$ cat config.mk
export PLATFORM = sky130hd
export DESIGN_NAME = qapm_queue
export DESIGN_NICKNAME = d
export VERILOG_FILES = /design/src/rtl/core/qapm_pkg.sv /design/src/rtl/core/qapm_queue.sv
export SDC_FILE = /design/constraint.sdc
export NUM_CORES = 1
export LEC_CHECK = 0
export ABC_CLOCK_PERIOD_IN_PS = 8400
export BUFFER_PORTS_ARGS = -buffer_cell sky130_fd_sc_hd__buf_4
export CORE_MARGIN = 2
export CORE_UTILIZATION = 40
export CTS_CLUSTER_DIAMETER = 200
export DETAILED_ROUTE_END_ITERATION = 8
export GPL_ROUTABILITY_DRIVEN = 0
export PLACE_DENSITY = 0.7
export SLEW_MARGIN = 20
export SYNTH_ARGS = -nofsm -noshare
export SYNTH_HDL_FRONTEND = slang
export SYNTH_SLANG_ARGS = --single-unit
$ cat constraint.sdc
create_clock -name clk_i -period 8.4 [get_ports clk_i]
set_clock_uncertainty 0.1 [all_clocks]
set_input_delay 0.42 -clock clk_i [delete_from_list [all_inputs] [get_ports clk_i]]
set_output_delay 0.42 -clock clk_i [all_outputs]
set_load 0.005 [all_outputs]
$ cat src/rtl/core/qapm_pkg.sv
// Shared types, constants and arithmetic helpers for the quadcopter attitude PI
// controller and X-mode motor mixer. Used by every module in rtl/core.
package qapm_pkg;

  localparam int DUTY_MAX         = 255;
  localparam int INTEG_WINDOW_DEG = 20;
  localparam int ANG_ONE          = 64;
  localparam int TRIP_DEG         = 55;
  localparam int LEVEL_DEG        = 3;
  localparam int GAIN_FRAC_BITS   = 14;

  localparam int ANG_W      = 16;
  localparam int ERR_W      = ANG_W + 1;
  localparam int INTEG_W    = 18;
  localparam int GAIN_W     = 16;
  localparam int LIMIT_W    = 16;
  localparam int BASE_W     = 8;
  localparam int DUTY_W     = 8;
  localparam int PROD_W     = GAIN_W + 1 + INTEG_W;
  localparam int QUOT_W     = PROD_W - GAIN_FRAC_BITS;
  localparam int TSUM_W     = QUOT_W + 2;
  localparam int TERM_W     = 16;
  localparam int MIX_W      = 19;
  localparam int CFG_IDX_W  = 3;
  localparam int CFG_DATA_W = 32;

  localparam int QUEUE_DEPTH = 2;
  localparam int QPTR_W      = (QUEUE_DEPTH > 1) ? $clog2(QUEUE_DEPTH) : 1;
  localparam int QCNT_W      = $clog2(QUEUE_DEPTH + 1);

  localparam logic [ERR_W-1:0] TRIP_MAG   = ERR_W'(TRIP_DEG * ANG_ONE);
  localparam logic [ERR_W-1:0] LEVEL_MAG  = ERR_W'(LEVEL_DEG * ANG_ONE);
  localparam logic [ERR_W-1:0] WINDOW_MAG = ERR_W'(INTEG_WINDOW_DEG * ANG_ONE);

  typedef enum logic [CFG_IDX_W-1:0] {
    REG_PITCH_PROP   = 3'd0,
    REG_PITCH_INTEG  = 3'd1,
    REG_PITCH_RATE   = 3'd2,
    REG_ROLL_PROP    = 3'd3,
    REG_ROLL_INTEG   = 3'd4,
    REG_ROLL_RATE    = 3'd5,
    REG_YAW_PROP     = 3'd6,
    REG_INTEG_LIMITS = 3'd7
  } cfg_reg_e;

  typedef struct packed {
    logic [GAIN_W-1:0] pitch_prop;
    logic [GAIN_W-1:0] pitch_integ;
    logic [GAIN_W-1:0] pitch_rate;
    logic [GAIN_W-1:0] roll_prop;
    logic [GAIN_W-1:0] roll_integ;
    logic [GAIN_W-1:0] roll_rate;
    logic [GAIN_W-1:0] yaw_prop;
  } gains_t;

  typedef struct packed {
    logic [LIMIT_W-1:0] roll;
    logic [LIMIT_W-1:0] pitch;
  } limits_t;

  typedef struct packed {
    logic signed [ERR_W-1:0]   pitch_err;
    logic signed [ERR_W-1:0]   roll_err;
    logic signed [ERR_W-1:0]   yaw_err;
    logic signed [ANG_W-1:0]   pitch_rate;
    logic signed [ANG_W-1:0]   roll_rate;
    logic [BASE_W-1:0]         base;
    logic signed [INTEG_W-1:0] pitch_integ;
    logic signed [INTEG_W-1:0] roll_integ;
    logic                      tripped;
    logic                      level;
  } entry_t;

  typedef struct packed {
    logic   valid;
    entry_t entry;
  } q_push_t;

  function automatic logic [ERR_W-1:0] err_mag(input logic signed [ERR_W-1:0] v);
    return v[ERR_W-1] ? ERR_W'(-v) : ERR_W'(v);
  endfunction

  function automatic logic signed [PROD_W-1:0] gain_mul(input logic [GAIN_W-1:0] gain,
                                                       input logic signed [INTEG_W-1:0] val);
    return $signed({1'b0, gain}) * val;
  endfunction

  // Scales a product down by the gain fraction, rounding toward zero.
  function automatic logic signed [QUOT_W-1:0] scale_down(input logic signed [PROD_W-1:0] p);
    logic signed [PROD_W-1:0] biased;
    biased = p + (p[PROD_W-1] ? $signed(PROD_W'(2 ** GAIN_FRAC_BITS - 1))
                              : $signed(PROD_W'(0)));
    return QUOT_W'(biased >>> GAIN_FRAC_BITS);
  endfunction

  function automatic logic signed [TERM_W-1:0] sat_term(input logic signed [TSUM_W-1:0] v);
    if (v > $signed(TSUM_W'(32767))) begin
      return TERM_W'(32767);
    end else if (v < -$signed(TSUM_W'(32768))) begin
      return TERM_W'(-32768);
    end
    return TERM_W'(v);
  endfunction

  function automatic logic [DUTY_W-1:0] clamp_duty(input logic signed [MIX_W-1:0] v);
    if (v[MIX_W-1]) begin
      return '0;
    end else if (v >= $signed(MIX_W'(DUTY_MAX))) begin
      return DUTY_W'(DUTY_MAX);
    end
    return DUTY_W'(v);
  endfunction

endpackage

$ cat src/rtl/core/qapm_queue.sv
// Short queue of classified transactions between the front and back ends.
// Depends on qapm_pkg for the entry type and depth.
module qapm_queue (
  input  logic              clk_i,
  input  logic              rst_ni,
  input  qapm_pkg::q_push_t push_i,
  input  logic              pop_i,
  output logic              full_o,
  output logic              valid_o,
  output qapm_pkg::entry_t  entry_o
);

  qapm_pkg::entry_t             mem_q [qapm_pkg::QUEUE_DEPTH];
  logic [qapm_pkg::QPTR_W-1:0]  wr_ptr_q, wr_ptr_d, rd_ptr_q, rd_ptr_d;
  logic [qapm_pkg::QCNT_W-1:0]  count_q, count_d;

  assign full_o  = count_q == qapm_pkg::QCNT_W'(qapm_pkg::QUEUE_DEPTH);
  assign valid_o = count_q != '0;
  assign entry_o = mem_q[rd_ptr_q];

  always_comb begin
    wr_ptr_d = wr_ptr_q;
    rd_ptr_d = rd_ptr_q;
    count_d  = count_q;
    if (push_i.valid) begin
      wr_ptr_d = (wr_ptr_q == qapm_pkg::QPTR_W'(qapm_pkg::QUEUE_DEPTH - 1)) ? '0
                                                                         : wr_ptr_q + 1'b1;
    end
    if (pop_i) begin
      rd_ptr_d = (rd_ptr_q == qapm_pkg::QPTR_W'(qapm_pkg::QUEUE_DEPTH - 1)) ? '0
                                                                         : rd_ptr_q + 1'b1;
    end
    if (push_i.valid && !pop_i) begin
      count_d = count_q + 1'b1;
    end else if (!push_i.valid && pop_i) begin
      count_d = count_q - 1'b1;
    end
  end

  always_ff @(posedge clk_i or negedge rst_ni) begin
    if (!rst_ni) begin
      wr_ptr_q <= '0;
      rd_ptr_q <= '0;
      count_q  <= '0;
    end else begin
      wr_ptr_q <= wr_ptr_d;
      rd_ptr_q <= rd_ptr_d;
      count_q  <= count_d;
    end
  end

  always_ff @(posedge clk_i) begin
    if (push_i.valid) begin
      mem_q[wr_ptr_q] <= push_i.entry;
    end
  end

  a_count_bound: assert property (@(posedge clk_i) disable iff (!rst_ni)
    count_q <= qapm_pkg::QCNT_W'(qapm_pkg::QUEUE_DEPTH))
    else $error("queue count exceeds depth");

  a_no_pop_empty: assert property (@(posedge clk_i) disable iff (!rst_ni)
    pop_i |-> count_q != '0)
    else $error("pop from empty queue");

  a_no_push_full: assert property (@(posedge clk_i) disable iff (!rst_ni)
    push_i.valid && !pop_i |-> !full_o)
    else $error("push into full queue");

endmodule

**Word-level counts from Yosys, hierarchy flattened**

Memory sizes are Yosys's and may differ from the RTL's.
Cells that the tools add are included.

- Add/sub/neg operators: 4
- Eq/ne operators: 1
- Mux-type cells: 6
- Reduce and logical (&&, ||, !) cells: 6

Operators with widths:

| cell | number |
|---|---|
| 1-bit 2-to-1 mux | 4 |
| 2-bit 2-to-1 mux | 2 |
| 2-bit nonzero test | 2 |
| 1-bit adder (second input constant) | 2 |
| 2-bit by 1-bit adder with 2-bit output (second input constant) | 1 |
| 2-bit equality test (second input constant) | 1 |
| 1-bit logical AND | 2 |
| 1-bit logical NOT | 2 |
| 2-bit by 1-bit subtractor with 2-bit output (second input constant) | 1 |

- Bits in registers: 4
- Memory bits (writable): 258
- Bits of input ports: 133
- Output and inout port bits: 131
- Word-level logic and storage cells: 21
- Memories: 1

Memories:

| name | depth | bits a word | rd ports | clocked after memory_dff | wr ports | RTL line | source |
|---|---|---|---|---|---|---|---|
| mem_q | 2 | 129 | 1 | 0 | 1 | qapm_queue.sv:13 | `qapm_pkg::entry_t mem_q [qapm_pkg::QUEUE_DEPTH];` |

**Longest topological paths before layout**

- Word-level depth: 4
- Depth in mapped cells: 5
- Mapped depth without buffers: 5

**Least setup slack after synthesis**

No wires, ideal clock.

- Path type: flip-flop to flip-flop
- From: register wr_ptr_q
- To: memory mem_q[0][0] (netlist name), enable pin
- Data arrival time: 6.102 ns
- Setup slack: 1.564 ns
- Cell stages (with the launch flop): 2
- Path buffers: 0
- Period minus slack after synthesis: 6.836 ns
- Cell sequence: dfrtp_1 nor2b_1

RTL lines:

| item | RTL line | source |
|---|---|---|
| from (decl) | qapm_queue.sv:14 | `logic [qapm_pkg::QPTR_W-1:0] wr_ptr_q, wr_ptr_d, rd_ptr_q, rd_ptr_d;` |
| from (signal assigned) | qapm_queue.sv:46 | `wr_ptr_q <= wr_ptr_d;` |
| to (decl) | qapm_queue.sv:13 |  |

Straight into the memory's write port.

==> impl_metrics.csv <==
group,metric,value,unit
run_status,outcome,"finished, final reports clean",
critical_path,required,7880,ps
synth,netlist_area,9520,sq um
grt,antenna_found_initial,0,
clock_tree,cts_made_buffers,27,
grt,overflow,0,
routing,antenna_left,0,
worst_hold_path,min_path_type,"input port to asynchronous set/reset pin",
floorplan,die_area,25100,sq um
critical_path,worstSetupPathType,"flip-flop to output pin",
place,port_buffers,263,
synth,yosys.area_share.adder,0.131,%
cells_and_area,fin_nets,965,
place,place_hpwl,12100,um
synth,ys_ff_latch,262,
synth,synth_top_area_cell,"edfxtp_1",
power_and_ir_drop,peakVddDrop,0.000193,V
timing,hold_violations,0,
clock_tree,postCtsSetupBuffers,0,
synth,ys_seq_area_share,82.4,%
grt,grt_pass1_vias,5899,
floorplan,die_y,158,um
synth,synth_compound_area_share,0,%
clock_tree,cts_tree,"done",
critical_path,r2r_start,"wr_ptr_q",
synth,synth-simple-area-share,0.302,%
job,maxCapViolations,0,
critical_path,end_kind,"output pin",
critical_path,cp-start-kind,"flip-flop",
floorplan,io_pins,264,
timing,fmax,288,MHz
routing,first_iter_violations,303,
clock_tree,clock-sinks,262,
timing,maxSlewViolCount,0,
cells_and_area,diodes,0,
synth,synth_xor_area_share,0.460,%
cells_and_area,final_common_cell,"buf_4",
critical_path,crit_fanout,66,
grt,grt_pass1_wl,30300,um
cells_and_area,layout_common_cells,"buf_4, edfxtp_1, dlygate4sd3_1",
cells_and_area,fin_cells,1167,
clock_tree,cts_buffer_depth,3,
routing,avgViaCountPerCell,4.62,
synth,synth_top_area_share,81.3,%
grt,grt_max_degree,69,
timing,post-route-period-util,41.4,%
synth,avgSynthCellArea,22.8,sq um
cells_and_area,drive_above_1_share,51.5,%
synth,yosysWarningCount,0,
critical_path,worstPathArrival,2960,ps
synth,synth_top_family_by_area,"multiplexers",
clock_tree,clk_latency,510,ps
place,dpl.cell_count,989,
clock_tree,h-tree-depth,1,
timing,min_period,3480,ps
clock_tree,cts_resized,0,
floorplan,num_rows,56,
routing,post-route-drc-count,0,
floorplan,core_area,23400,sq um
floorplan,start_util,40.7,%
synth,synth_area_leaders,"edfxtp_1, mux2_2, buf_6, dfrtp_1, xor2_1",
power_and_ir_drop,leakage,5.27,nW
critical_path,crit_start,"rd_ptr_q",
timing,tns,0,ps
grt,grt_use_total,15.6,%
power_and_ir_drop,p_per_area,298,nW/um^2
timing,rsz0062_at_grt,"false",
cells_and_area,fillerInstances,1704,
synth,synth_mux_area_share,15.3,%
routing,vias,5390,
routing,wirelength,20800,um
synth,synth_cells,417,
routing,dr.pass1.iters,6,
synth,ys_types,14,
timing,max_slew_margin,36.6,%
floorplan,die_w,158,um
synth,synth.net_count,551,
clock_tree,cts_hold_buf,132,
clock_tree,clockRootBuffer,"clkbuf_16",
clock_tree,clk_pin_slew,60,ps
timing,tightest_slew,951,ps
cells_and_area,area_growth,46.6,%
timing,finalSetupViolCount,0,
routing,drt-wirelength-per-cell,17.9,um
per-layer routing:
metal	share of wire, %	track usage [%]
met5	0	0
met4	2.9	4.68
met3	7.8	4.63
met2	52	28.7
met1	38	17.5
final timing paths:
path                                 end  slack [ps]  cells past startpoint
min in group clk_i            count_q[1]         400                      1
setup reg to reg           mem_q[0][100]        5800                      3
max in group asynchronous       rd_ptr_q        7920                      2
hold reg to reg               count_q[1]         400                      1
setup / recovery            entry_o[127]        4920                      3
hold / removal                  rd_ptr_q         160                      2
kinds of logic after synthesis:
kind of cell	after synthesis
XOR/XNOR	5
buffers and inverters	15
multiplexers	129
flip-flops	262
adder cells (fa/ha/maj)	1
AND/OR/NAND/NOR	5
state kept, by name, summed over array words and instances (netlist names):
signal / cells
count_q: 2
wr_ptr_q: 1
mem_q: 258
rd_ptr_q: 1
cells in the mapped netlist:
| library cell | n |
|---|---|
| and2_1 | 1 |
| buf_2 | 3 |
| buf_4 | 1 |
| buf_6 | 10 |
| dfrtp_1 | 4 |
| edfxtp_1 | 258 |
| ha_1 | 1 |
| inv_1 | 1 |
| mux2_2 | 129 |
| nor2_1 | 1 |
| nor2b_1 | 2 |
| or2_2 | 1 |
| xnor2_1 | 1 |
| xor2_1 | 4 |
where the power goes:
part,switching (W),total [W],internal [W]
Clock,0.000461,0.00113,0.000674
Combinational,0.000486,0.00117,0.000683
Sequential,0.000122,0.00186,0.00174
area by class of cell:
cell class / count / area, sq um / share of cell area (%)
multi-input cells: 140 / 1550 / 11.1
well taps: 319 / 399 / 2.86
repair buffers: 399 / 3330 / 23.8
clock inverters: 16 / 150 / 1.08
flip-flops and latches: 262 / 7850 / 56.2
clock buffers: 30 / 687 / 4.92
inverters: 1 / 3.75 / 0.0269
through the flow:
step	hold slack [ps]	worst slack, ps	utilization, %	total power [W]	instance area (sq um)
floorplan	24.4	1560	-	0.00248	9520
global placement	115	5470	50.4	0.00298	11800
detailed placement	119	5420	50.4	0.00301	11800
CTS	136	4850	59.7	0.00420	14000
global route	149	4750	59.7	0.00435	14000
finish	162	4920	59.7	0.00417	14000
worst max-delay path: stages (launching register included):
cell and delay (ps):
dfrtp_4 1010, buf_4 810, mux2_2 430, buf_4 140
No activity file was read; power rests on OpenSTA's default activity.
