### config.mk
export PLATFORM = sky130hd
export DESIGN_NAME = qapm_front
export DESIGN_NICKNAME = d
export VERILOG_FILES = /design/src/rtl/core/qapm_pkg.sv /design/src/rtl/core/qapm_front.sv
export SDC_FILE = /design/constraint.sdc
export NUM_CORES = 1
export LEC_CHECK = 0
export BUFFER_PORTS_ARGS = -buffer_cell sky130_fd_sc_hd__buf_2
export CAP_MARGIN = 10
export CORE_ASPECT_RATIO = 0.8
export CORE_UTILIZATION = 30
export CTS_CLUSTER_DIAMETER = 50
export DETAILED_ROUTE_END_ITERATION = 7
export GPL_ROUTABILITY_DRIVEN = 0
export GPL_TIMING_DRIVEN = 0
export MAX_ROUTING_LAYER = met4
export PLACE_DENSITY = 0.58
export SYNTH_ARGS = -nofsm -noshare
export SYNTH_HDL_FRONTEND = slang
export SYNTH_SLANG_ARGS = --single-unit
### constraint.sdc
create_clock -name clk_i -period 7.4 [get_ports clk_i]
set_input_delay 0.37 -clock clk_i [delete_from_list [all_inputs] [get_ports clk_i]]
set_output_delay 0.37 -clock clk_i [all_outputs]
set_load 0.02 [all_outputs]
### src/rtl/core/qapm_pkg.sv
// Shared types, constants and arithmetic helpers for the quadcopter attitude PI
// controller and X-mode motor mixer. Used by every module in rtl/core.
package qapm_pkg;

  localparam int DUTY_MAX         = 255;
  localparam int INTEG_WINDOW_DEG = 20;
  localparam int ANG_ONE          = 64;
  localparam int TRIP_DEG         = 55;
  localparam int LEVEL_DEG        = 3;
  localparam int GAIN_FRAC_BITS   = 14;

  localparam int ANG_W      = 16;
  localparam int ERR_W      = ANG_W + 1;
  localparam int INTEG_W    = 18;
  localparam int GAIN_W     = 16;
  localparam int LIMIT_W    = 16;
  localparam int BASE_W     = 8;
  localparam int DUTY_W     = 8;
  localparam int PROD_W     = GAIN_W + 1 + INTEG_W;
  localparam int QUOT_W     = PROD_W - GAIN_FRAC_BITS;
  localparam int TSUM_W     = QUOT_W + 2;
  localparam int TERM_W     = 16;
  localparam int MIX_W      = 19;
  localparam int CFG_IDX_W  = 3;
  localparam int CFG_DATA_W = 32;

  localparam int QUEUE_DEPTH = 2;
  localparam int QPTR_W      = (QUEUE_DEPTH > 1) ? $clog2(QUEUE_DEPTH) : 1;
  localparam int QCNT_W      = $clog2(QUEUE_DEPTH + 1);

  localparam logic [ERR_W-1:0] TRIP_MAG   = ERR_W'(TRIP_DEG * ANG_ONE);
  localparam logic [ERR_W-1:0] LEVEL_MAG  = ERR_W'(LEVEL_DEG * ANG_ONE);
  localparam logic [ERR_W-1:0] WINDOW_MAG = ERR_W'(INTEG_WINDOW_DEG * ANG_ONE);

  typedef enum logic [CFG_IDX_W-1:0] {
    REG_PITCH_PROP   = 3'd0,
    REG_PITCH_INTEG  = 3'd1,
    REG_PITCH_RATE   = 3'd2,
    REG_ROLL_PROP    = 3'd3,
    REG_ROLL_INTEG   = 3'd4,
    REG_ROLL_RATE    = 3'd5,
    REG_YAW_PROP     = 3'd6,
    REG_INTEG_LIMITS = 3'd7
  } cfg_reg_e;

  typedef struct packed {
    logic [GAIN_W-1:0] pitch_prop;
    logic [GAIN_W-1:0] pitch_integ;
    logic [GAIN_W-1:0] pitch_rate;
    logic [GAIN_W-1:0] roll_prop;
    logic [GAIN_W-1:0] roll_integ;
    logic [GAIN_W-1:0] roll_rate;
    logic [GAIN_W-1:0] yaw_prop;
  } gains_t;

  typedef struct packed {
    logic [LIMIT_W-1:0] roll;
    logic [LIMIT_W-1:0] pitch;
  } limits_t;

  typedef struct packed {
    logic signed [ERR_W-1:0]   pitch_err;
    logic signed [ERR_W-1:0]   roll_err;
    logic signed [ERR_W-1:0]   yaw_err;
    logic signed [ANG_W-1:0]   pitch_rate;
    logic signed [ANG_W-1:0]   roll_rate;
    logic [BASE_W-1:0]         base;
    logic signed [INTEG_W-1:0] pitch_integ;
    logic signed [INTEG_W-1:0] roll_integ;
    logic                      tripped;
    logic                      level;
  } entry_t;

  typedef struct packed {
    logic   valid;
    entry_t entry;
  } q_push_t;

  function automatic logic [ERR_W-1:0] err_mag(input logic signed [ERR_W-1:0] v);
    return v[ERR_W-1] ? ERR_W'(-v) : ERR_W'(v);
  endfunction

  function automatic logic signed [PROD_W-1:0] gain_mul(input logic [GAIN_W-1:0] gain,
                                                       input logic signed [INTEG_W-1:0] val);
    return $signed({1'b0, gain}) * val;
  endfunction

  // Scales a product down by the gain fraction, rounding toward zero.
  function automatic logic signed [QUOT_W-1:0] scale_down(input logic signed [PROD_W-1:0] p);
    logic signed [PROD_W-1:0] biased;
    biased = p + (p[PROD_W-1] ? $signed(PROD_W'(2 ** GAIN_FRAC_BITS - 1))
                              : $signed(PROD_W'(0)));
    return QUOT_W'(biased >>> GAIN_FRAC_BITS);
  endfunction

  function automatic logic signed [TERM_W-1:0] sat_term(input logic signed [TSUM_W-1:0] v);
    if (v > $signed(TSUM_W'(32767))) begin
      return TERM_W'(32767);
    end else if (v < -$signed(TSUM_W'(32768))) begin
      return TERM_W'(-32768);
    end
    return TERM_W'(v);
  endfunction

  function automatic logic [DUTY_W-1:0] clamp_duty(input logic signed [MIX_W-1:0] v);
    if (v[MIX_W-1]) begin
      return '0;
    end else if (v >= $signed(MIX_W'(DUTY_MAX))) begin
      return DUTY_W'(DUTY_MAX);
    end
    return DUTY_W'(v);
  endfunction

endpackage

### src/rtl/core/qapm_front.sv
// Front end: accepts input transactions, forms the angle errors, classifies trip
// and level, and updates the windowed, clamped integrals. Depends on qapm_pkg.
module qapm_front (
  input  logic                                 clk_i,
  input  logic                                 rst_ni,
  input  logic                                 in_valid_i,
  input  logic                                 q_full_i,
  input  logic signed [qapm_pkg::ANG_W-1:0]    target_pitch_i,
  input  logic signed [qapm_pkg::ANG_W-1:0]    target_roll_i,
  input  logic signed [qapm_pkg::ANG_W-1:0]    target_yaw_i,
  input  logic signed [qapm_pkg::ANG_W-1:0]    measured_pitch_i,
  input  logic signed [qapm_pkg::ANG_W-1:0]    measured_roll_i,
  input  logic signed [qapm_pkg::ANG_W-1:0]    measured_yaw_i,
  input  logic signed [qapm_pkg::ANG_W-1:0]    pitch_rate_i,
  input  logic signed [qapm_pkg::ANG_W-1:0]    roll_rate_i,
  input  logic [qapm_pkg::BASE_W-1:0]          base_throttle_i,
  input  qapm_pkg::limits_t                    limits_i,
  output qapm_pkg::q_push_t                    push_o
);

  logic signed [qapm_pkg::ERR_W-1:0]   ep, er, ey;
  logic [qapm_pkg::ERR_W-1:0]          ep_mag, er_mag;
  logic                                trip, accept;
  logic                                p_win, r_win;
  logic signed [qapm_pkg::INTEG_W-1:0] p_int_q, p_int_d, r_int_q, r_int_d;
  logic signed [qapm_pkg::INTEG_W-1:0] p_sum, r_sum, p_lim, r_lim;
  logic signed [qapm_pkg::INTEG_W-1:0] p_clamped, r_clamped;

  assign ep = qapm_pkg::ERR_W'(target_pitch_i) - qapm_pkg::ERR_W'(measured_pitch_i);
  assign er = qapm_pkg::ERR_W'(target_roll_i) - qapm_pkg::ERR_W'(measured_roll_i);
  assign ey = qapm_pkg::ERR_W'(target_yaw_i) - qapm_pkg::ERR_W'(measured_yaw_i);

  assign ep_mag = qapm_pkg::err_mag(ep);
  assign er_mag = qapm_pkg::err_mag(er);
  assign trip   = (ep_mag >= qapm_pkg::TRIP_MAG) || (er_mag >= qapm_pkg::TRIP_MAG);
  assign p_win  = ep_mag <= qapm_pkg::WINDOW_MAG;
  assign r_win  = er_mag <= qapm_pkg::WINDOW_MAG;
  assign accept = in_valid_i && !q_full_i;

  assign p_lim = $signed(qapm_pkg::INTEG_W'(limits_i.pitch));
  assign r_lim = $signed(qapm_pkg::INTEG_W'(limits_i.roll));
  assign p_sum = p_int_q + qapm_pkg::INTEG_W'(ep);
  assign r_sum = r_int_q + qapm_pkg::INTEG_W'(er);

  always_comb begin
    if (p_sum >= p_lim) begin
      p_clamped = p_lim;
    end else if (p_sum <= -p_lim) begin
      p_clamped = -p_lim;
    end else begin
      p_clamped = p_sum;
    end
    if (r_sum >= r_lim) begin
      r_clamped = r_lim;
    end else if (r_sum <= -r_lim) begin
      r_clamped = -r_lim;
    end else begin
      r_clamped = r_sum;
    end
  end

  assign p_int_d = (accept && !trip && p_win) ? p_clamped : p_int_q;
  assign r_int_d = (accept && !trip && r_win) ? r_clamped : r_int_q;

  always_ff @(posedge clk_i or negedge rst_ni) begin
    if (!rst_ni) begin
      p_int_q <= '0;
      r_int_q <= '0;
    end else begin
      p_int_q <= p_int_d;
      r_int_q <= r_int_d;
    end
  end

  always_comb begin
    push_o.valid             = accept;
    push_o.entry.pitch_err   = ep;
    push_o.entry.roll_err    = er;
    push_o.entry.yaw_err     = ey;
    push_o.entry.pitch_rate  = pitch_rate_i;
    push_o.entry.roll_rate   = roll_rate_i;
    push_o.entry.base        = base_throttle_i;
    push_o.entry.pitch_integ = p_win ? p_clamped : p_int_q;
    push_o.entry.roll_integ  = r_win ? r_clamped : r_int_q;
    push_o.entry.tripped     = trip;
    push_o.entry.level       = !trip && (ep_mag <= qapm_pkg::LEVEL_MAG)
                               && (er_mag <= qapm_pkg::LEVEL_MAG);
  end

endmodule

Yosys cells after proc, flatten, opt, wreduce, memory -nomap -nowiden
Index checks and enable logic that the tools add are counted.
Cells by class
  add/subtract/negate cells: 9
  order comparisons: 10
  multiplexer cells: 8
  reduce and logical (&&, ||, !) cells: 9
Operator list (count)
  18-bit 2-to-1 mux: 6
  16-bit by 16-bit subtractor with 17-bit output: 3
  18-bit by 17-bit adder with 18-bit output: 2
  18-bit by 17-bit >= comparator with 1-bit output: 2
  18-bit <= comparator: 2
  16-bit negation with 18-bit output: 2
  17-bit by 12-bit >= comparator with 1-bit output (second input constant): 2
  17-bit by 11-bit <= comparator with 1-bit output (second input constant): 2
  17-bit by 8-bit <= comparator with 1-bit output (second input constant): 2
  17-bit 2-to-1 mux: 2
  17-bit negation: 2
  1-bit logical AND: 6
  1-bit zero test: 2
  1-bit logical OR: 1
Word-level totals
  register bits after elaboration: 36

Longest topological paths before layout
Gate-level depths: netlist of the first run.
  word-level depth: 8
  mapped depth: 30
  mapped depth without buffers: 28

Worst setup path before layout of the first run
Ideal clock, no wire load.
  kind: input to output
  start: input target_roll_i[0] in the netlist's numbering
  end: output push_o[6] in the netlist's numbering
  arrival time: 6.089 ns
  data required time: 7.030 ns
  setup slack: 0.941 ns
  stages on the path: 28
  cell sequence: inv_1 > ha_1 > inv_1 > fa_1 > a21o_1 > a221o_2 > o22ai_1 > clkinv_1 > ha_1 > a21o_1 > a21oi_1 > nor2_1 > a41oi_1 > nand2_1 > a21oi_1 > xnor2_1 > ha_1 > a21oi_1 > nor2b_1 > o21ai_0 > a21oi_1 > o31a_1 > o21a_1 > maj3_1 > buf_1 > o21ai_0 > a22oi_1 > mux2_2
RTL lines
  from (decl): line qapm_front.sv:9  | input logic signed [qapm_pkg::ANG_W-1:0] target_roll_i,
  to (decl): line qapm_front.sv:18  | output qapm_pkg::q_push_t push_o

==> impl_table.tex, run 1 <==
\begin{tabular}{lr}
\hline
Metric & Value \\
\hline
\multicolumn{2}{l}{\textbf{Floorplanning}} \\
Num rows & 61 \\
Boundary Pins & 302 \\
Total die area & between 0.03 and 0.04 mm2 \\
Die width & 212 um \\
Chip Height & 170 um \\
Area of the core region & approximately 0.035 mm2 \\
Initial standard-cell utilization of the core & 0.304 \\
\multicolumn{2}{l}{\textbf{Yosys}} \\
Share of flip-flops with an asynchronous set or reset & 1.00 \\
Leading register cell type out of synthesis & sky130\_fd\_sc\_hd\_\_dfrtp\_1 \\
Number of nets in the synthesized netlist & 1692 \\
Flip-flop and latch count after synthesis & 36 \\
Post-Synthesis Cells & 1364 \\
Synth Area per Inst & between 7 and 8 um2 \\
Count of flip-flops with a built-in enable after synthesis & 0 \\
Cells taking the most area after synthesis & sky130\_fd\_sc\_hd\_\_ha\_1 18\%, sky130\_fd\_sc\_hd\_\_dfrtp\_1 8.5\%, sky130\_fd\_sc\_hd\_\_mux2\_2 5.8\% \\
Total standard cell area after synthesis & 0.0105 mm2 \\
Biggest area consumer among synthesized cells & sky130\_fd\_sc\_hd\_\_ha\_1 \\
Post-synthesis cell type count & 98 \\
Portion of the post-synthesis area used by sequential elements & 0.0855 \\
Total number of yosys warnings & 0 \\
Area share of the largest cell type after synthesis & 0.179 \\
\multicolumn{2}{l}{\textbf{Routing}} \\
Detailed Routing Iterations Pass 1 & 7 \\
Routed wire per std cell & 15.9 um \\
Number of remaining DRC errors & 0 \\
DRC marker count from the first detailed-route iteration & 747 \\
Count of nets left with antenna violations after detail routing & 0 \\
Total vias in the final route & about 11000 \\
Final Routed Wirelength & roughly 34 mm \\
Mean number of vias per cell & $\sim$5.2 \\
\multicolumn{2}{l}{\textbf{Critical path}} \\
RR Startpoint & p\_int\_q[0] \\
R2r setup slk & 2350 ps \\
Crit Path Class & in2out \\
Critical Path End & push\_o[33] \\
First element of the critical path & target\_pitch\_i[0] \\
Data required time at the worst endpoint & around 7000 ps \\
Worst Setup Start Kind & input port \\
Worst setup EP type & primary output \\
Highest net fanout along the worst path & 10 \\
R2R depth & 22 \\
Slowest stage cell on the critical path & sky130\_fd\_sc\_hd\_\_fa\_1 \\
Arrival time at the worst endpoint & 6670 ps \\
Delay of the slowest cell on the worst path & 450 ps \\
FF-to-FF End & p\_int\_q[13] \\
\multicolumn{2}{l}{\textbf{Timing}} \\
Transition time at the pin with the least slew margin & 1010 ps \\
PnR worst setup slack & 361 ps \\
Final Max Tran Viols & 0 \\
Maximum clock skew at final layout & 3.79 ps \\
Final count of negative-setup-slack endpoints & 0 \\
Final Hold Violating Endpoints & 0 \\
Relative slew slack & 0.328 \\
Upper clock frequency limit & 142 MHz \\
Final sum of negative setup slack & 0 ps \\
Post-route clock period utilization & 0.951 \\
Final-layout worst hold slack & 208 ps \\
Clock period minus final worst setup slack & 7040 ps \\
\multicolumn{2}{l}{\textbf{Run status}} \\
Run status & complete, no violations \\
\multicolumn{2}{l}{\textbf{Global route}} \\
Via count of the first global-routing pass & 10200 \\
Global routing met1 resource utilization & 0.249 \\
Largest net degree at the start of global routing & 37 \\
Met2 Usage GRT & 0.298 \\
Antenna violations before repair & 0 \\
Overflow left after global routing & 0 \\
Global-route wire length before repair & between 50 and 60 mm \\
Met3 capacity usage during global routing & 0.0248 \\
Total routing resource utilization after global routing & 0.183 \\
Gr busiest metal & met2 \\
\multicolumn{2}{l}{\textbf{Layout}} \\
ANT cells & 0 \\
Fraction of final layout cells sized beyond drive strength 1 & 0.290 \\
Layout Area Growth over Synthesis & 22.0\% \\
Final design utilization & 0.371 \\
Net count, final & 1970 \\
Post-route standard cell area excluding fillers & between 0.01 and 0.015 mm2 \\
Cell Count, Final, Fillers Out & around 2100 \\
\multicolumn{2}{l}{\textbf{Clock network}} \\
Hold-fix buffers at CTS & 0 \\
Clock latency on the worst-skew pair & 290 ps \\
Clk buf depth & 2 \\
CTS tree & yes \\
Number of clock buffers inserted by TritonCTS & 5 \\
Clock sink count & 36 \\
Number of H-tree levels & 2 \\
Cell chosen for the clock root & sky130\_fd\_sc\_hd\_\_clkbuf\_16 \\
Clk slew on worst S/H paths & 60 ps \\
\multicolumn{2}{l}{\textbf{Placed design}} \\
Post-DP HPWL & between 20 and 30 mm \\
Worst-case setup slack after placement & -526 ps \\
Port-buffer cells & 260 \\
\# placed instances & approximately 2100 \\
Instance area at placement & 0.0124 mm2 \\
\multicolumn{2}{l}{\textbf{Job}} \\
Max Cap Viol & 0 \\
\multicolumn{2}{l}{\textbf{Power}} \\
Pwr dens & 141 mW/mm2 \\
VDD IR max & 78.1 uV \\
Reported leakage power & 6.53 nW \\
Power, Total & 1.81 mW \\
\multicolumn{2}{l}{\textbf{Hold path}} \\
Worst min-delay path category & in2async \\
\hline
\end{tabular}
-- cell type report --
type / instances / area [um2]
buffer: 73 / 483
clock buffer: 6 / 139
clock inverter: 2 / 10.0
fill: 3720 / 21800
inverter: 138 / 532
multi-input combinational: 1116 / 8820
sequential: 36 / 901
tap: 472 / 591
timing repair buffer: 272 / 1390
-- synthesized netlist by cell type (28+ instances only) --
master and n:
sky130_fd_sc_hd__nand3_1 40, sky130_fd_sc_hd__nor2_1 95, sky130_fd_sc_hd__nor3_1 33, sky130_fd_sc_hd__xnor2_1 66, sky130_fd_sc_hd__a21o_1 28, sky130_fd_sc_hd__a21oi_1 82
sky130_fd_sc_hd__ha_1 151, sky130_fd_sc_hd__o21ai_0 70, sky130_fd_sc_hd__dfrtp_1 36, sky130_fd_sc_hd__mux2_2 54, sky130_fd_sc_hd__buf_4 43, sky130_fd_sc_hd__nand2_1 86
sky130_fd_sc_hd__inv_1 136
-- cell families after synthesis --
| logic type | after synthesis | share of synthesized area |
|---|---|---|
| and+or+nand+nor | 391 | 0.190 |
| AOI/OAI and AO/OA | 381 | 0.256 |
| buffers and inverters | 212 | 0.0945 |
| adders and majority gates | 158 | 0.191 |
| muxes | 98 | 0.108 |
| xor gates and xnor gates | 88 | 0.0760 |
| DFF | 36 | 0.0855 |
-- where the power goes --
part | switching [mW] | internal [mW] | total, mW
sequential | 0.00277 | 0.200 | 0.203
combinational | 0.852 | 0.530 | 1.38
clock | 0.0907 | 0.133 | 0.224
total | 0.945 | 0.863 | 1.81
-- critical path: cells and delay by family --
kind,cells,cell delay [ps]
adders and majority gates,4,1260
xor gates and xnor gates,2,450
and+or+nand+nor,5,850
AOI/OAI and AO/OA,13,2520
buffers and inverters,7,900
muxes,1,290
-- worst min path at each step --
stage,start,to,depth (start not counted)
after floorplan,rst_ni,p_int_q[0],0
after global placement,p_int_q[7],p_int_q[7],1
after detailed placement,p_int_q[7],p_int_q[7],1
after CTS,rst_ni,r_int_q[10],1
after global routing,rst_ni,r_int_q[10],1
final,rst_ni,r_int_q[11],1
-- layout by cell type, fill, tap and decap left out, types with 16 or more instances in the layout --
master,instances
sky130_fd_sc_hd__mux2_4,18
sky130_fd_sc_hd__o211ai_1,17
sky130_fd_sc_hd__nand4_1,23
sky130_fd_sc_hd__buf_4,56
sky130_fd_sc_hd__o21ai_0,69
sky130_fd_sc_hd__a21o_1,28
sky130_fd_sc_hd__buf_2,266
sky130_fd_sc_hd__mux2_2,54
sky130_fd_sc_hd__ha_1,151
sky130_fd_sc_hd__a21oi_1,77
sky130_fd_sc_hd__xor2_1,16
sky130_fd_sc_hd__nand3_1,40
sky130_fd_sc_hd__or3_1,19
sky130_fd_sc_hd__nor3_1,33
sky130_fd_sc_hd__xnor2_1,61
sky130_fd_sc_hd__nand2_1,86
sky130_fd_sc_hd__nor2_1,94
sky130_fd_sc_hd__inv_1,134
sky130_fd_sc_hd__dfrtp_1,36
sky130_fd_sc_hd__mux2i_1,24
-- routing by layer --
layer,vias to the layer above,wire length (um)
met2,287,15600
met4,0,287
li1,5565,-
met5,-,0
met1,5213,16000
met3,23,1740
-- timing repair --
item | in CTS | in global routing
setup endpoints to repair | 31 | 34
buffers inserted | 1 | 11
pin swaps | 1 | 9
gates resized for setup | 10 | 35
-- state kept, by name (all words and copies together) (netlist names) --
name	count
p_int_q	18
r_int_q	18
(Power assumes the default switching activity.)
==> run 2, diff against run 1 <==
- CORE_UTILIZATION: 30 -> 35
- PLACE_DENSITY: 0.58 -> 0.65
- clock period: 7.4 -> 7.2 ns (I/O delays scaled with it)
==> run 2 against run 1 <==
Die area is 14% lower; via count is 0.18% lower; non-clock buffer count is 4 lower; clock power is 5% higher; combinational power hardly changed; core utilization is 6.1 points higher; global-route usage is 2.2 points higher; critical path depth is 3 lower; register-to-register slack worse by 220 ps; flip-flop and latch count stayed put; highest routed layer unchanged; total power is 2.1% higher; worst hold slack worse by 28 ps; largest cell class unchanged; critical endpoint is now push_o[6].
==> impl_table.tex, run 2 (synthesized netlist as in run 1, its figures left out) <==
\begin{tabular}{lr}
\hline
Metric & Value \\
\hline
\multicolumn{2}{l}{\textbf{Clock network}} \\
Clk slew on worst S/H paths & 60 ps (about the same) \\
Number of clock buffers inserted by TritonCTS & 5 (unchanged) \\
Cell chosen for the clock root & sky130\_fd\_sc\_hd\_\_clkbuf\_16 (unchanged) \\
Clk buf depth & 2 (unchanged) \\
CTS tree & yes (unchanged) \\
Number of H-tree levels & 2 (unchanged) \\
Clock sink count & 36 (unchanged) \\
Clock latency on the worst-skew pair & 290 ps (about the same) \\
\multicolumn{2}{l}{\textbf{Timing}} \\
PnR worst setup slack & 325 ps (was 361 ps) \\
Transition time at the pin with the least slew margin & 945 ps (was 1010 ps) \\
Upper clock frequency limit & around 150 MHz \\
Final sum of negative setup slack & 0 ps (unchanged) \\
Final-layout worst hold slack & 180 ps (was 208 ps) \\
Final Max Tran Viols & 0 (unchanged) \\
Post-route clock period utilization & 0.955 \\
Clock period minus final worst setup slack & just under 7000 ps \\
Final Hold Violating Endpoints & 0 (unchanged) \\
Final count of negative-setup-slack endpoints & 0 (unchanged) \\
Relative slew slack & 0.368 (was 0.328) \\
Maximum clock skew at final layout & 5.20 ps (was 3.79 ps) \\
\multicolumn{2}{l}{\textbf{Layout}} \\
Cell Count, Final, Fillers Out & 2015 (was 2115) \\
Layout Area Growth over Synthesis & 20.7\% (was 22.0\%) \\
Number of fill cells & 3022 (was 3720) \\
Net count, final & 1966 (was 1970) \\
Most common cell after layout, fill and taps aside & sky130\_fd\_sc\_hd\_\_buf\_2 (unchanged) \\
ANT cells & 0 (unchanged) \\
Fraction of final layout cells sized beyond drive strength 1 & 0.289 (was 0.290) \\
Leading cell types in the layout, fill and taps excluded & 266 x sky130\_fd\_sc\_hd\_\_buf\_2, 150 x sky130\_fd\_sc\_hd\_\_ha\_1, 135 x sky130\_fd\_sc\_hd\_\_inv\_1 (was 266 x sky130\_fd\_sc\_hd\_\_buf\_2, 151 x sky130\_fd\_sc\_hd\_\_ha\_1, 134 x sky130\_fd\_sc\_hd\_\_inv\_1) \\
Regs by FF count & p\_int\_q: 18 flops, r\_int\_q: 18 flops (unchanged) \\
Final design utilization & 0.432 (was 0.371) \\
Post-route standard cell area excluding fillers & 0.0127 mm2 (was 0.0129 mm2) \\
\multicolumn{2}{l}{\textbf{Placed design}} \\
\# placed instances & 2001 (was 2096) \\
Post-DP HPWL & 27.2 mm (was 28.6 mm) \\
Port-buffer cells & 260 (unchanged) \\
Instance area at placement & 0.0123 mm2 (was 0.0124 mm2) \\
Worst-case setup slack after placement & -633 ps (was -526 ps) \\
\multicolumn{2}{l}{\textbf{Job}} \\
Max Cap Viol & 0 (unchanged) \\
\multicolumn{2}{l}{\textbf{Routing}} \\
WL met3 & 2.43 mm (was 1.74 mm) \\
Count of nets left with antenna violations after detail routing & 0 (unchanged) \\
Routed wl met2 & 15.0 mm (was 15.6 mm) \\
Top routing layer in use & met4 (unchanged) \\
DRC marker count from the first detailed-route iteration & 668 (was 747) \\
Met1 layer wirelength in the final routing & 14.6 mm (was 16.0 mm) \\
Detailed Routing Iterations Pass 1 & 5 (was 7) \\
Routed wire per std cell & 16.0 um (was 15.9 um) \\
Mean number of vias per cell & 5.49 (was 5.24) \\
Total vias in the final route & 11100 (about the same) \\
Number of remaining DRC errors & 0 (unchanged) \\
Final Routed Wirelength & 32.2 mm (was 33.6 mm) \\
\multicolumn{2}{l}{\textbf{Critical path}} \\
Data required time at the worst endpoint & 6840 ps (was 7030 ps) \\
Slowest stage cell on the critical path & sky130\_fd\_sc\_hd\_\_a221o\_2 (was sky130\_fd\_sc\_hd\_\_fa\_1) \\
Delay of the slowest cell on the worst path & 420 ps (was 450 ps) \\
Highest net fanout along the worst path & 10 (unchanged) \\
Worst Setup Start Kind & input port (unchanged) \\
Arrival time at the worst endpoint & 6510 ps (was 6670 ps) \\
Worst setup EP type & primary output (unchanged) \\
Crit Path Class & in2out (unchanged) \\
\multicolumn{2}{l}{\textbf{Power}} \\
Reported leakage power & 6.49 nW (was 6.53 nW) \\
VDD IR max & 94.5 uV (was 78.1 uV) \\
Pwr dens & 145 mW/mm2 (was 141 mW/mm2) \\
Power, Total & 1.85 mW (was 1.81 mW) \\
\multicolumn{2}{l}{\textbf{Floorplanning}} \\
Die width & 196 um (was 212 um) \\
Area of the core region & 0.0294 mm2 (was 0.0347 mm2) \\
Num rows & 56 (was 61) \\
Chip Height & 157 um (was 170 um) \\
Total die area & 0.0308 mm2 (was 0.0359 mm2) \\
Boundary Pins & 302 (unchanged) \\
Initial standard-cell utilization of the core & 0.358 (was 0.304) \\
\multicolumn{2}{l}{\textbf{Hold path}} \\
Worst min-delay path category & in2async (unchanged) \\
\multicolumn{2}{l}{\textbf{Global route}} \\
Total routing resource utilization after global routing & 0.205 (was 0.183) \\
Via count of the first global-routing pass & 10000 (was 10200) \\
Global-route wire length before repair & 50.3 mm (was 52.1 mm) \\
Antenna violations before repair & 0 (unchanged) \\
Largest net degree at the start of global routing & 37 (unchanged) \\
Overflow left after global routing & 0 (unchanged) \\
\multicolumn{2}{l}{\textbf{Run status}} \\
Run status & complete, no violations (unchanged) \\
\hline
\end{tabular}
## run 2: cell count changes in the layout (fill, tap and decap cells not counted), moves of 2 or more
cell / change
sky130_fd_sc_hd__xnor2_2: -2
sky130_fd_sc_hd__xnor2_1: +2
sky130_fd_sc_hd__a211oi_4: +2
sky130_fd_sc_hd__buf_4: -4
sky130_fd_sc_hd__a21oi_1: -3
sky130_fd_sc_hd__a211oi_2: -2
sky130_fd_sc_hd__a21oi_2: +4
sky130_fd_sc_hd__clkinv_2: -2
## run 2: what timing repair did
item / CTS / global route
resized for setup: 15 / 35
pin swaps: 3 / 5
endpoints found under the hold margin: 0 / 0
setup buffers: 3 / 5
hold buffers: 0 / 0
endpoints found under the setup margin: 33 / 33
## run 2: routing by layer
layer  global-route usage  vias to the layer above
met5                    -                        -
li1                     -                     5558
met3               0.0287                       20
met4               0.0193                        0
met1                0.274                     5134
met2                0.341                      356
## run 2: area by class of cell
class / count / area (um2) / area share
inverters: 138 / 520 / 0.0409
flip-flops and latches: 36 / 901 / 0.0708
well taps: 377 / 472 / 0.0371
clock buffers: 7 / 153 / 0.0120
multi-input cells: 1116 / 8830 / 0.694
repair buffers: 268 / 1360 / 0.107
plain buffers: 73 / 483 / 0.0380
## run 2: path summary, 6_finish.rpt
kind,startpoint,endpoint,slack [ps],cells after the start
max,target_roll_i[0],push_o[6],330,29
min,rst_ni,r_int_q[10],180,1
max reg2reg,p_int_q[0],p_int_q[11],2130,22
min reg2reg,p_int_q[7],p_int_q[7],540,1
max in group asynchronous,rst_ni,p_int_q[9],6450,1
min in group clk_i,p_int_q[7],p_int_q[7],540,1
## run 2: where the power goes
part	switching [mW]	leakage, nW	internal, mW	total, mW
Combinational	0.867	5.91	0.536	1.40
Clock	0.0894	0.0760	0.145	0.235
Sequential	0.00299	0.503	0.206	0.209
Total	0.959	6.49	0.887	1.85
## run 2: critical path: cells and delay by family
kind                       cells  cell delay, ps
and+or+nand+nor                5             810
buffers and inverters          6             730
xor gates and xnor gates       1             330
AOI/OAI and AO/OA             10            2330
adders and majority gates      5            1540
muxes                          2             390
